[src/rtl/rlsg_pkg.sv]
// Shared types and constants for the random Latin square generator.
// Used by rlsg_mod and the generator top; depends on nothing.

package rlsg_pkg;

    localparam int DEF_MAX_ORDER = 32;

    localparam int CMD_W      = 2;
    localparam int WORD_W     = 31;
    localparam int ROW_W      = 5;
    localparam int CFG_W      = 6;
    localparam int OUT_W      = 6;
    localparam int IN_TDATA_W = 40;   // word + row, padded to whole bytes
    localparam int OUT_TDATA_W = 8;   // cell value, padded to whole bytes

    localparam logic [CMD_W-1:0] CMD_START = 2'd0;
    localparam logic [CMD_W-1:0] CMD_DRAW  = 2'd1;
    localparam logic [CMD_W-1:0] CMD_ROW   = 2'd2;

    typedef enum logic [3:0] {
        S_INIT,
        S_IDLE,
        S_DIV,
        S_RDA,
        S_RDB,
        S_RDW,
        S_WR2,
        S_C0,
        S_C1,
        S_C2,
        S_C3,
        S_EMIT,
        S_ERR
    } t_state;

endpackage

[src/rtl/rlsg_ram.sv]
// Generic single-write, single-read RAM with a registered read port.
// Stand-alone; no package needed.

module rlsg_ram #(
    parameter int WIDTH = 8,
    parameter int DEPTH = 32
) (
    input  logic                     i_clk,
    input  logic                     i_we,
    input  logic [$clog2(DEPTH)-1:0] i_waddr,
    input  logic [WIDTH-1:0]         i_wdata,
    input  logic [$clog2(DEPTH)-1:0] i_raddr,
    output logic [WIDTH-1:0]         o_rdata
);

    logic [WIDTH-1:0] r_mem [DEPTH];
    logic [WIDTH-1:0] r_rdata;

    always_ff @(posedge i_clk) begin
        if (i_we) begin
            r_mem[i_waddr] <= i_wdata;
        end
        r_rdata <= r_mem[i_raddr];
    end

    assign o_rdata = r_rdata;

endmodule

[src/rtl/rlsg_mod.sv]
// Iterative modulo unit: reduces a random word by a small divisor,
// one dividend bit per cycle (restoring). Depends on rlsg_pkg.

module rlsg_mod #(
    parameter int MAX_ORDER = rlsg_pkg::DEF_MAX_ORDER
) (
    input  logic                          i_clk,
    input  logic                          i_rst_n,
    input  logic                          i_start,
    input  logic [rlsg_pkg::WORD_W-1:0]   i_dividend,
    input  logic [$clog2(MAX_ORDER+1)-1:0] i_divisor,
    output logic                          o_done,
    output logic [$clog2(MAX_ORDER)-1:0]  o_rem
);

    import rlsg_pkg::*;

    localparam int PW = $clog2(MAX_ORDER + 1);
    localparam int AW = $clog2(MAX_ORDER);
    localparam int SW = $clog2(WORD_W);

    logic              r_busy, n_busy;
    logic              r_done, n_done;
    logic [SW-1:0]     r_cnt, n_cnt;
    logic [WORD_W-1:0] r_word, n_word;
    logic [PW-1:0]     r_rem, n_rem;
    logic [PW:0]       w_trial;

    assign w_trial = {r_rem, r_word[WORD_W-1]};

    always_comb begin
        n_busy = r_busy;
        n_done = 1'b0;
        n_cnt  = r_cnt;
        n_word = r_word;
        n_rem  = r_rem;
        if (i_start) begin
            n_busy = 1'b1;
            n_cnt  = SW'(WORD_W - 1);
            n_word = i_dividend;
            n_rem  = '0;
        end else if (r_busy) begin
            n_word = {r_word[WORD_W-2:0], 1'b0};
            if (w_trial >= {1'b0, i_divisor}) begin
                n_rem = PW'(w_trial - {1'b0, i_divisor});
            end else begin
                n_rem = PW'(w_trial);
            end
            n_cnt = r_cnt - SW'(1);
            if (r_cnt == '0) begin
                n_busy = 1'b0;
                n_done = 1'b1;
            end
        end
    end

    always_ff @(posedge i_clk) begin
        if (!i_rst_n) begin
            r_busy <= 1'b0;
            r_done <= 1'b0;
        end else begin
            r_busy <= n_busy;
            r_done <= n_done;
        end
        r_cnt  <= n_cnt;
        r_word <= n_word;
        r_rem  <= n_rem;
    end

    assign o_done = r_done;
    assign o_rem  = AW'(r_rem);

    // The partial remainder never reaches the divisor, so it fits an address.
    a_rem_below: assert property (@(posedge i_clk) disable iff (!i_rst_n)
        (r_busy && !i_start) |-> (r_rem < i_divisor))
        else $error("partial remainder not below divisor");

    a_done_after_busy: assert property (@(posedge i_clk) disable iff (!i_rst_n)
        r_done |-> $past(r_busy))
        else $error("modulo done without a running division");

endmodule

[src/rtl/random_latin_square_generator.sv]
// Random Latin square generator: keeps a shuffled permutation in RAM and
// emits rows of the square. A start request reloads the identity, one RAM
// entry per cycle; the same pass runs after reset before the first request is
// taken. A draw request, which does nothing unless at least two entries remain
// to shuffle, runs a modulo in the division unit and then swaps two entries.
// A row request walks the columns through three dependent reads of the
// permutation and its inverse for each cell, and waits while the output stalls.
// A bad row index yields one error cell. s_axis_tready is high only while the
// sequencer is idle.
// Depends on rlsg_pkg, rlsg_ram and rlsg_mod.

module random_latin_square_generator #(
    parameter int MAX_ORDER = rlsg_pkg::DEF_MAX_ORDER
) (
    input  logic                              i_clk,
    input  logic                              i_rst_n,
    // Configuration: square order
    input  logic                              i_cfg_valid,
    output logic                              o_cfg_ready,
    input  logic [rlsg_pkg::CFG_W-1:0]        i_cfg_data,
    // Requests
    input  logic                              s_axis_tvalid,
    output logic                              s_axis_tready,
    input  logic [rlsg_pkg::IN_TDATA_W-1:0]   s_axis_tdata,  // random_word[30:0], row_index[35:31]
    input  logic [rlsg_pkg::CMD_W-1:0]        s_axis_tuser,  // command[1:0]
    // Cells
    output logic                              m_axis_tvalid,
    input  logic                              m_axis_tready,
    output logic [rlsg_pkg::OUT_TDATA_W-1:0]  m_axis_tdata,  // cell_value[5:0]
    output logic                              m_axis_tuser,  // row_error[0]
    output logic                              m_axis_tlast   // last_cell
);

    import rlsg_pkg::*;

    localparam int PW = $clog2(MAX_ORDER + 1);
    localparam int AW = $clog2(MAX_ORDER);
    localparam int OW = (PW > CFG_W) ? PW : CFG_W;
    localparam int CW = (PW > ROW_W) ? PW : ROW_W;

    t_state            r_state, n_state;
    logic [CFG_W-1:0]  r_order;
    logic [PW-1:0]     r_bound, n_bound;
    logic [AW-1:0]     r_cnt, n_cnt;
    logic [AW-1:0]     r_idx, n_idx;
    logic [ROW_W-1:0]  r_row, n_row;
    logic [PW-1:0]     r_va, n_va;
    logic [PW-1:0]     r_val, n_val;

    logic              r_m_valid, n_m_valid;
    logic [OUT_W-1:0]  r_m_cell, n_m_cell;
    logic              r_m_err, n_m_err;
    logic              r_m_last, n_m_last;

    logic              p_we;
    logic [AW-1:0]     p_waddr, p_raddr;
    logic [PW-1:0]     p_wdata, p_rdata;
    logic              q_we;
    logic [AW-1:0]     q_waddr, q_raddr, q_wdata, q_rdata;

    logic              mod_start, mod_done;
    logic [AW-1:0]     mod_rem;

    logic              w_accept, w_out_free, w_armed;
    logic [CMD_W-1:0]  w_cmd;
    logic [WORD_W-1:0] w_word;
    logic [ROW_W-1:0]  w_row_in;
    logic [OW-1:0]     w_order_ext;
    logic [PW-1:0]     w_n;
    logic [CW-1:0]     w_n_ext, w_k_ext, w_row_ext, w_i;
    logic [AW-1:0]     w_last_addr;
    logic [OUT_W+PW-1:0] w_val_wide;

    assign w_cmd    = s_axis_tuser;
    assign w_word   = s_axis_tdata[WORD_W-1:0];
    assign w_row_in = s_axis_tdata[WORD_W+ROW_W-1:WORD_W];

    assign s_axis_tready = (r_state == S_IDLE);
    assign w_accept      = s_axis_tvalid && s_axis_tready;
    assign w_out_free    = !r_m_valid || m_axis_tready;
    assign o_cfg_ready   = 1'b1;

    // Effective order: zero acts as one, anything above the maximum is clamped.
    assign w_order_ext = OW'(r_order);
    always_comb begin
        if (w_order_ext == '0) begin
            w_n = PW'(1);
        end else if (w_order_ext > OW'(MAX_ORDER)) begin
            w_n = PW'(MAX_ORDER);
        end else begin
            w_n = PW'(w_order_ext);
        end
    end

    assign w_armed     = (r_bound >= PW'(2));
    assign w_n_ext     = CW'(w_n);
    assign w_k_ext     = CW'(q_rdata);
    assign w_row_ext   = CW'(r_row);
    assign w_last_addr = AW'(r_bound - PW'(1));

    // Position in the shifted row; wraps modulo the order.
    assign w_i = (w_k_ext >= w_row_ext) ? (w_k_ext - w_row_ext)
                                        : (w_k_ext + w_n_ext - w_row_ext);

    assign w_val_wide = {{OUT_W{1'b0}}, r_val};

    always_comb begin
        n_state   = r_state;
        n_bound   = r_bound;
        n_cnt     = r_cnt;
        n_idx     = r_idx;
        n_row     = r_row;
        n_va      = r_va;
        n_val     = r_val;
        n_m_valid = r_m_valid && !m_axis_tready;
        n_m_cell  = r_m_cell;
        n_m_err   = r_m_err;
        n_m_last  = r_m_last;
        p_we      = 1'b0;
        p_waddr   = r_cnt;
        p_wdata   = PW'(r_cnt) + PW'(1);
        p_raddr   = '0;
        q_we      = 1'b0;
        q_waddr   = r_cnt;
        q_wdata   = r_cnt;
        q_raddr   = r_cnt;
        mod_start = 1'b0;

        case (r_state)
            S_INIT: begin
                // Identity pass over the permutation and its inverse.
                p_we  = 1'b1;
                q_we  = 1'b1;
                n_cnt = r_cnt + AW'(1);
                if (r_cnt == AW'(MAX_ORDER - 1)) begin
                    n_state = S_IDLE;
                end
            end
            S_IDLE: begin
                if (w_accept) begin
                    case (w_cmd)
                        CMD_START: begin
                            n_bound = w_n;
                            n_cnt   = '0;
                            n_state = S_INIT;
                        end
                        CMD_DRAW: begin
                            if (w_armed) begin
                                mod_start = 1'b1;
                                n_state   = S_DIV;
                            end
                        end
                        CMD_ROW: begin
                            n_row = w_row_in;
                            n_cnt = '0;
                            if (CW'(w_row_in) >= w_n_ext) begin
                                n_state = S_ERR;
                            end else begin
                                n_state = S_C0;
                            end
                        end
                        default: begin
                        end
                    endcase
                end
            end
            S_DIV: begin
                if (mod_done) begin
                    n_idx   = mod_rem;
                    n_state = S_RDA;
                end
            end
            S_RDA: begin
                p_raddr = r_idx;
                n_state = S_RDB;
            end
            S_RDB: begin
                p_raddr = w_last_addr;
                n_va    = p_rdata;
                n_state = S_RDW;
            end
            S_RDW: begin
                // The entry at the top of the range moves down to the drawn index.
                p_we    = 1'b1;
                p_waddr = r_idx;
                p_wdata = p_rdata;
                q_we    = 1'b1;
                q_waddr = AW'(p_rdata - PW'(1));
                q_wdata = r_idx;
                n_state = S_WR2;
            end
            S_WR2: begin
                p_we    = 1'b1;
                p_waddr = w_last_addr;
                p_wdata = r_va;
                q_we    = 1'b1;
                q_waddr = AW'(r_va - PW'(1));
                q_wdata = w_last_addr;
                n_bound = r_bound - PW'(1);
                n_state = S_IDLE;
            end
            S_C0: begin
                q_raddr = r_cnt;
                n_state = S_C1;
            end
            S_C1: begin
                // A symbol that sits beyond the current order gives an empty cell.
                if (w_k_ext < w_n_ext) begin
                    p_raddr = AW'(w_i);
                    n_state = S_C2;
                end else begin
                    n_val   = '0;
                    n_state = S_EMIT;
                end
            end
            S_C2: begin
                p_raddr = AW'(p_rdata - PW'(1));
                n_state = S_C3;
            end
            S_C3: begin
                n_val   = p_rdata;
                n_state = S_EMIT;
            end
            S_EMIT: begin
                if (w_out_free) begin
                    n_m_valid = 1'b1;
                    n_m_cell  = w_val_wide[OUT_W-1:0];
                    n_m_err   = 1'b0;
                    n_m_last  = (PW'(r_cnt) == w_n - PW'(1));
                    if (PW'(r_cnt) == w_n - PW'(1)) begin
                        n_state = S_IDLE;
                    end else begin
                        n_cnt   = r_cnt + AW'(1);
                        n_state = S_C0;
                    end
                end
            end
            S_ERR: begin
                if (w_out_free) begin
                    n_m_valid = 1'b1;
                    n_m_cell  = '0;
                    n_m_err   = 1'b1;
                    n_m_last  = 1'b1;
                    n_state   = S_IDLE;
                end
            end
            default: begin
                n_state = S_IDLE;
            end
        endcase
    end

    always_ff @(posedge i_clk) begin
        if (!i_rst_n) begin
            r_state   <= S_INIT;
            r_order   <= CFG_W'(1);
            r_bound   <= '0;
            r_cnt     <= '0;
            r_m_valid <= 1'b0;
        end else begin
            r_state   <= n_state;
            r_bound   <= n_bound;
            r_cnt     <= n_cnt;
            r_m_valid <= n_m_valid;
            if (i_cfg_valid && o_cfg_ready) begin
                r_order <= i_cfg_data;
            end
        end
        r_idx    <= n_idx;
        r_row    <= n_row;
        r_va     <= n_va;
        r_val    <= n_val;
        r_m_cell <= n_m_cell;
        r_m_err  <= n_m_err;
        r_m_last <= n_m_last;
    end

    assign m_axis_tvalid = r_m_valid;
    assign m_axis_tdata  = OUT_TDATA_W'(r_m_cell);
    assign m_axis_tuser  = r_m_err;
    assign m_axis_tlast  = r_m_last;

    rlsg_ram #(
        .WIDTH (PW),
        .DEPTH (MAX_ORDER)
    ) u_perm (
        .i_clk   (i_clk),
        .i_we    (p_we),
        .i_waddr (p_waddr),
        .i_wdata (p_wdata),
        .i_raddr (p_raddr),
        .o_rdata (p_rdata)
    );

    rlsg_ram #(
        .WIDTH (AW),
        .DEPTH (MAX_ORDER)
    ) u_inv (
        .i_clk   (i_clk),
        .i_we    (q_we),
        .i_waddr (q_waddr),
        .i_wdata (q_wdata),
        .i_raddr (q_raddr),
        .o_rdata (q_rdata)
    );

    rlsg_mod #(
        .MAX_ORDER (MAX_ORDER)
    ) u_mod (
        .i_clk      (i_clk),
        .i_rst_n    (i_rst_n),
        .i_start    (mod_start),
        .i_dividend (w_word),
        .i_divisor  (r_bound),
        .o_done     (mod_done),
        .o_rem      (mod_rem)
    );

    a_bound_range: assert property (@(posedge i_clk) disable iff (!i_rst_n)
        r_bound <= PW'(MAX_ORDER))
        else $error("draw bound above maximum order");

    a_err_cell: assert property (@(posedge i_clk) disable iff (!i_rst_n)
        (m_axis_tvalid && m_axis_tuser) |-> (m_axis_tlast && m_axis_tdata == '0))
        else $error("error cell must be empty and last");

    a_out_hold: assert property (@(posedge i_clk) disable iff (!i_rst_n)
        (m_axis_tvalid && !m_axis_tready) |=> (m_axis_tvalid && $stable(m_axis_tdata) &&
                                               $stable(m_axis_tuser) && $stable(m_axis_tlast)))
        else $error("waiting cell changed before it was taken");

endmodule
[config.mk]
export PLATFORM = sky130hd
export DESIGN_NAME = random_latin_square_generator
export DESIGN_NICKNAME = d
export VERILOG_FILES = /design/src/rtl/rlsg_pkg.sv /design/src/rtl/rlsg_ram.sv /design/src/rtl/rlsg_mod.sv /design/src/rtl/random_latin_square_generator.sv
export SDC_FILE = /design/constraint.sdc
export NUM_CORES = 1
export LEC_CHECK = 0
export ABC_AREA = 0
export BUFFER_PORTS_ARGS = -buffer_cell sky130_fd_sc_hd__buf_4
export CORE_UTILIZATION = 32
export CTS_BUF_LIST = sky130_fd_sc_hd__clkbuf_8
export CTS_CLUSTER_DIAMETER = 50
export CTS_CLUSTER_SIZE = 28
export DETAILED_ROUTE_END_ITERATION = 12
export GPL_TIMING_DRIVEN = 0
export RECOVER_POWER = 25
export SYNTH_ARGS = -nofsm -noshare
export SYNTH_HDL_FRONTEND = slang
export SYNTH_HIERARCHICAL = 1
export SYNTH_SLANG_ARGS = --single-unit
[constraint.sdc]
create_clock -name i_clk -period 5.45 [get_ports i_clk]
set_input_delay 1.09 -clock i_clk [delete_from_list [all_inputs] [get_ports i_clk]]
set_output_delay 1.09 -clock i_clk [all_outputs]
set_load 0.02 [all_outputs]
-- Word level (Yosys, flattened, before mapping)
Memory sizes are Yosys's and may differ from the RTL's. A register that Yosys moved wholly into a read port is not among the register bits.
Cells that the tools add are included.
- add/sub/neg operators: 11
- $mul: 0
- divide/modulo/power cells: 0
- magnitude comparators: 6
- eq/ne operators: 27
- shift-type cells: 0
- mux-type cells: 53
- bitwise gates (word level): 2
- reductions and logical operators: 25
- operators by type and width (kind ; number):
    $mux 31 ; 2
    $mux 6 ; 8
    $pmux 4 s12 ; 1
    $pmux 6 s2 ; 4
    $mux 5 ; 6
    $mux 4 ; 7
    $eq 4x4->1 const B ; 5
    $pmux 5 s2 ; 2
    $pmux 5 s4 ; 1
    $eq 4x3->1 const B ; 4
    $mux 1 ; 16
    $pmux 5 s3 ; 1
    $sub 5x1->5 const B ; 3
    $ne 2x2->1 const B ; 6
    $pmux 4 s3 ; 1
    $sub 6x1->6 const B ; 2
    $sub 5x5->5 ; 2
    $reduce_and 3->1 ; 3
    $eq 4x2->1 const B ; 2
    $reduce_bool 2->1 ; 4
    $ge 7x6->1 ; 1
    $reduce_and 7->1 ; 1
    $add 5x1->6 const B ; 1
    $eq 5x6->1 ; 1
    other kinds (31) ; 40
- flip-flop bits (word level): 96
- latch bits: 0
- bits in writable memories: 352
- memory bits (read-only): 0
- input bits: 53
- output and inout bits: 13
- logic and storage cells: 143
- memories kept: 2
- memory list (name ; depth ; width ; read ports ; clocked after Yosys merged registers in ; wr ports ; line ; source):
    u_perm.r_mem ; 32 ; 6 ; 1 ; 1 ; 1 ; rlsg_ram.sv:16 ; logic [WIDTH-1:0] r_mem [DEPTH];
    u_inv.r_mem ; 32 ; 5 ; 1 ; 1 ; 1 ; rlsg_ram.sv:16 ;

-- Logic depth before layout (Yosys ltp)
- depth after elaboration: 8
- gate-level depth with buffers: 15
- depth with buffers taken out: 13

-- Cells and area by module
Netlist, hierarchy kept.
- modules (own cells, without submodules) (module ; times used ; cells an instance ; area an instance (µm²) ; sequential area each (µm²)):
    rlsg_ram at u_perm ; 1 ; 323 ; 7589.8 ; 5885.6
    rlsg_ram at u_inv ; 1 ; 277 ; 6344.8 ; 4904.7
    random_latin_square_generator ; 1 ; 438 ; 3881.2 ; 1341.3
    rlsg_mod ; 1 ; 173 ; 2203.4 ; 1191.1

-- Least setup slack after synthesis
OpenSTA, ideal clock, no wires.
- kind: register -> register
- start point: reg r_order[5]
- end point: reg u_perm.r_rdata[0] (netlist: u_perm/o_rdata[0]), read port of u_perm.r_mem
- library setup time: 121 ps
- arrival: 3967 ps
- data required time: 5329 ps
- path slack: 1363 ps
- cell stages (with the launch flop): 16
- path buffers: 3
- period minus slack after synthesis: 4087 ps
- cell sequence: dfxtp_1 buf_2 clkinv_1 nand2_1 ha_1 a21o_1 a21oi_1 o21a_1 nor2_1 or4_1 o21ai_0 clkbuf_1 clkbuf_1 mux4_2 mux4_2 mux2_2
- cells in the longest elaborated chain, start to end: 8
- elaborated cells between the ends (all ways): 10
- those cells by class: add/sub (2); order compare (2); mux (5); reduce/logical (1)
- ends and longest elaborated chain (item ; line ; source):
    from (decl) ; random_latin_square_generator.sv:42 ; logic [CFG_W-1:0] r_order;
    from (signal assigned) ; random_latin_square_generator.sv:266 ; r_order <= i_cfg_data;
    $gt 6x6->1 ; random_latin_square_generator.sv:88 ; end else if (w_order_ext > OW'(MAX_ORDER)) begin
    $mux 6 ; random_latin_square_generator.sv:88 ;
    $mux 6 (*) ; random_latin_square_generator.sv:86 ; if (w_order_ext == '0) begin
    $add 5x5->5 ; random_latin_square_generator.sv:103 ; : (w_k_ext + w_n_ext - w_row_ext);
    $sub 5x5->5 ; random_latin_square_generator.sv:103 ;
    $mux 5 ; random_latin_square_generator.sv:102 ; assign w_i = (w_k_ext >= w_row_ext) ? (w_k_ext - w_row_ext)
    $mux 5 (*) ; random_latin_square_generator.sv:208 ; if (w_k_ext < w_n_ext) begin
    $pmux 5 s4 (*) ; random_latin_square_generator.sv:129 ; case (r_state)
    via p_raddr[2] ; random_latin_square_generator.sv:56 ; logic [AW-1:0] p_waddr, p_raddr;
    to (decl) ; rlsg_ram.sv:17 ; logic [WIDTH-1:0] r_rdata;
Mark *: on every way through the listed nets, which the timed path passes. The rest lies on a longest branch.
A chain may end at the register's enable or synchronous reset.

-- Final worst setup path
- start point: reg r_order[5]
- end point: reg u_perm.r_rdata[2] (netlist: u_perm/o_rdata[2]), read port of u_perm.r_mem
The elaborated chain is that of the path after synthesis.

==> results.yml <==
route:
  total_vias_in_the_final_route: 10915
  routedWlPerCell_um: 19.6
  drt-vias-per-instance: 5.00
  first_pass_iters: 5
  route.final.wire_length_mm: 42.8
  ant_nets: 0
  drt_iter0_markers: 892
  drc_errors: 0
min_path:
  holdCritStartpoint: "u_mod/r_rem[5]"
  worstHoldPathCells: 2
  worst_hold_path.endpoint: "u_mod/r_rem[5]"
  min_path_type: "register to register"
timing:
  hold_viol_final: 0
  slew-limit-headroom: -0.557
  setup_repair_after_global_routing_missed_its_margin: "false"
  post-route-period-util: 0.928
  timing.clock.skew_ps: 35.6
  timing_max_transition_violations_final: 68
  achievable-frequency_mhz: 198
  worstMarginPinSlew_ps: 2310
  finalSetupViolCount: 0
  finalCriticalPeriod_ps: 5060
place:
  dpl.cell_count: 2113
  dp_hpwl_mm: 29.7
  post_dp_cell_area_sq_mm: 0.0217
  buffer_ports.inserted: 57
  gp_routability_congestion: 0.873
synth:
  postSynthRegisterBits: 459
  syn_inst: 1211
  synthesis.yosys.warnings: 6
  ys.flop_type: "edfxtp_1"
  synth_mux_area_frac: 0.155
  synth-seq-area-share: 0.666
  synth-adder-area-share: 0.0279
  synth_area_per_cell_sq_um: 16.5
  summed_instance_area_of_the_synthesized_netlist_sq_mm: 0.0200
  yosys.area_share.xor_xnor: 0.0118
  synth_compound_gate_area_share: 0.0473
  synth_top_family_by_area: "multiplexers"
  async_flop_share: 0
  synth_simple_gate_area_share: 0.0688
  yosysUniqueCellTypes: 79
  post_synth_edffs: 413
clocking:
  cts_made_buffers: 39
  htree_levels: 2
  cts_tree: "built"
  cts_hold_buffers: 0
  clock_latency_ps: 640
  cts_num_sinks: 459
  clkTransAtPathRegs_ps: 110
  ctsLongestPathBuffers: 3
  number_of_resized_instances_in_the_post_cts_repair_step: 2
  postCtsSetupBuffers: 0
  root_buffer: "clkbuf_8"
worst_setup_path:
  rr_worst_depth: 14
  critical_path_start_end_classification: "register to register"
  critical_path.cell_chain: "buf_2 -> clkinv_1 -> nand2_1 -> ha_1 -> a21o_1 -> a21oi_1 -> o21a_1 -> nor2_1 -> or4_1 -> o31ai_2 -> buf_2 -> mux4_2 -> mux4_2 -> mux2_2"
  critical_path_peak_fanout: 10
  arrival_ps: 5570
  timing.critical_path.to_type: "register"
  critical_path.max_stage_delay_ps: 610
  cp.required_ps: 5960
  critical_path.reg2reg.startpoint: "r_order[5]"
  crit_slowest_cell: "mux4_2"
  timing.rr.end: "u_perm/o_rdata[2]"
  rrSetupSlack_ps: 390
  start_kind: "register"
floorplan:
  die_w_um: 252
  core-area_sq_mm: 0.0617
  die-height_um: 252
  std_cell_rows: 91
  initial_utilization: 0.324
  ios: 66
  dieArea_sq_mm: 0.0636
grt:
  grt_use_met2: 0.213
  globalRoute.busiestLayer: "met2"
  grt_pass1_vias: 10972
  first_pass_grt_wire_length_mm: 65.9
  grt.total_usage: 0.136
  overflow: 0
  gr-usage-met1: 0.189
  grt_max_degree: 41
  gr-usage-met3: 0.0253
  antenna_found_initial: 1
layout:
  post_route_cells_drive_above_1_share: 0.231
  finalCoreUtilization: 0.364
  post_route_cell_area_sq_mm: 0.0225
  instances_no_fill: 2185
  final_net_count: 1411
  syn_to_final_growth_pct: 12.2
  layout.filler_cells: 5820
run:
  max_cap_viols: 3
run_status:
  violated_checks: "capacitance limit, slew limit"
  outcome: "complete, but fails checks"
power_and_ir_drop:
  power_density_mw_per_mm2: 325
  cellLeakagePower_nw: 6.85
  irDropWorstVdd_v: 0.000131
[synth_stat cells (all sizes together) (25+ instances only)]
cell / number / area, sq um
clkbuf: 33 / 124
inv: 46 / 173
dfxtp: 46 / 921
ha: 35 / 438
nor2: 102 / 385
mux4: 110 / 2480
edfxtp: 413 / 12400
o21ai: 30 / 154
mux2: 41 / 462
a21oi: 25 / 125
buf: 25 / 166
nand2: 51 / 191
[cells in the final DEF, fill, tap and decap left out, types with 41 or more instances in the layout]
cell type    n
buf_4       44
clkbuf_1    50
clkbuf_8    41
dfxtp_1     46
edfxtp_1   413
inv_1       47
mux2_2      41
mux4_2     110
nand2_1     49
nor2_1     102
[power by group]
group	internal [W]	switching [W]	total [W]
Sequential	0.00401	0.0000780	0.00409
Clock	0.000835	0.00137	0.00221
Combinational	0.000422	0.000593	0.00102
[area by class of cell]
cell class / instances / area (sq um) / share of cell area
Antenna cell: 1 / 2.50 / 0.000111
Buffer: 58 / 292 / 0.0130
Clock buffer: 41 / 564 / 0.0251
Clock inverter: 30 / 364 / 0.0162
Inverter: 48 / 180 / 0.00802
Multi-Input combinational cell: 647 / 6240 / 0.278
Sequential cell: 459 / 13300 / 0.593
Tap cell: 837 / 1050 / 0.0466
Timing Repair Buffer: 64 / 444 / 0.0198
[registers in the layout (all words and copies together) (netlist names), 6 cells and up]
signal / flops
u_perm/r_mem: 192
u_inv/r_mem: 160
u_mod/r_word: 31
r_bound: 6
r_m_cell: 6
r_order: 6
r_va: 6
r_val: 6
u_mod/r_rem: 6
u_perm/o_rdata: 6
[worst max-delay path: cells and delay by family, from the launching register on]
kind	cells	cell delay [ps]
AOI/OAI and AO/OA	4	1010
adders and majority gates	1	320
buffers and inverters	3	940
DFF	1	320
muxes	3	1390
and+or+nand+nor	3	970
[logic make-up (layout without fill, tap and decap cells)]
group,Yosys count,in the layout
DFF,459,459
and+or+nand+nor,274,274
other,2,4
xor gates and xnor gates,27,27
muxes,167,167
AOI/OAI and AO/OA,135,135
buffers and inverters,106,241
adders and majority gates,41,41
[stage by stage]
stage / hold WS, ps / total power (W) / worst slack [ps] / TNS [ps]
final: 492 / 0.00731 / 390 / 0
after global placement: 457 / 0.00516 / -161 / -884
after global routing: 503 / 0.00762 / 60.6 / 0
after floorplan: 423 / 0.00484 / 1360 / 0
after detailed placement: 463 / 0.00520 / -203 / -1090
after CTS: 491 / 0.00741 / 69.6 / 0
[per-layer routing]
layer  up-vias  part of all wire
met4         0             0.032
met2       327              0.46
met1      5556              0.45
li1       4961                 -
met5         -                 0
met3        71             0.056
[how the worst max path moves through the flow]
stage	startpoint	end	slack [ps]	cells past startpoint
floorplan	r_order[5]	u_perm/o_rdata[0]	1360	15
global placement	r_order[5]	u_perm/o_rdata[4]	-160	15
detailed placement	r_order[5]	u_perm/o_rdata[3]	-200	15
CTS	r_order[5]	u_perm/o_rdata[3]	70	15
global route	r_order[5]	u_perm/o_rdata[4]	60	13
finish	r_order[5]	u_perm/o_rdata[2]	390	14
(Power assumes the default switching activity.)
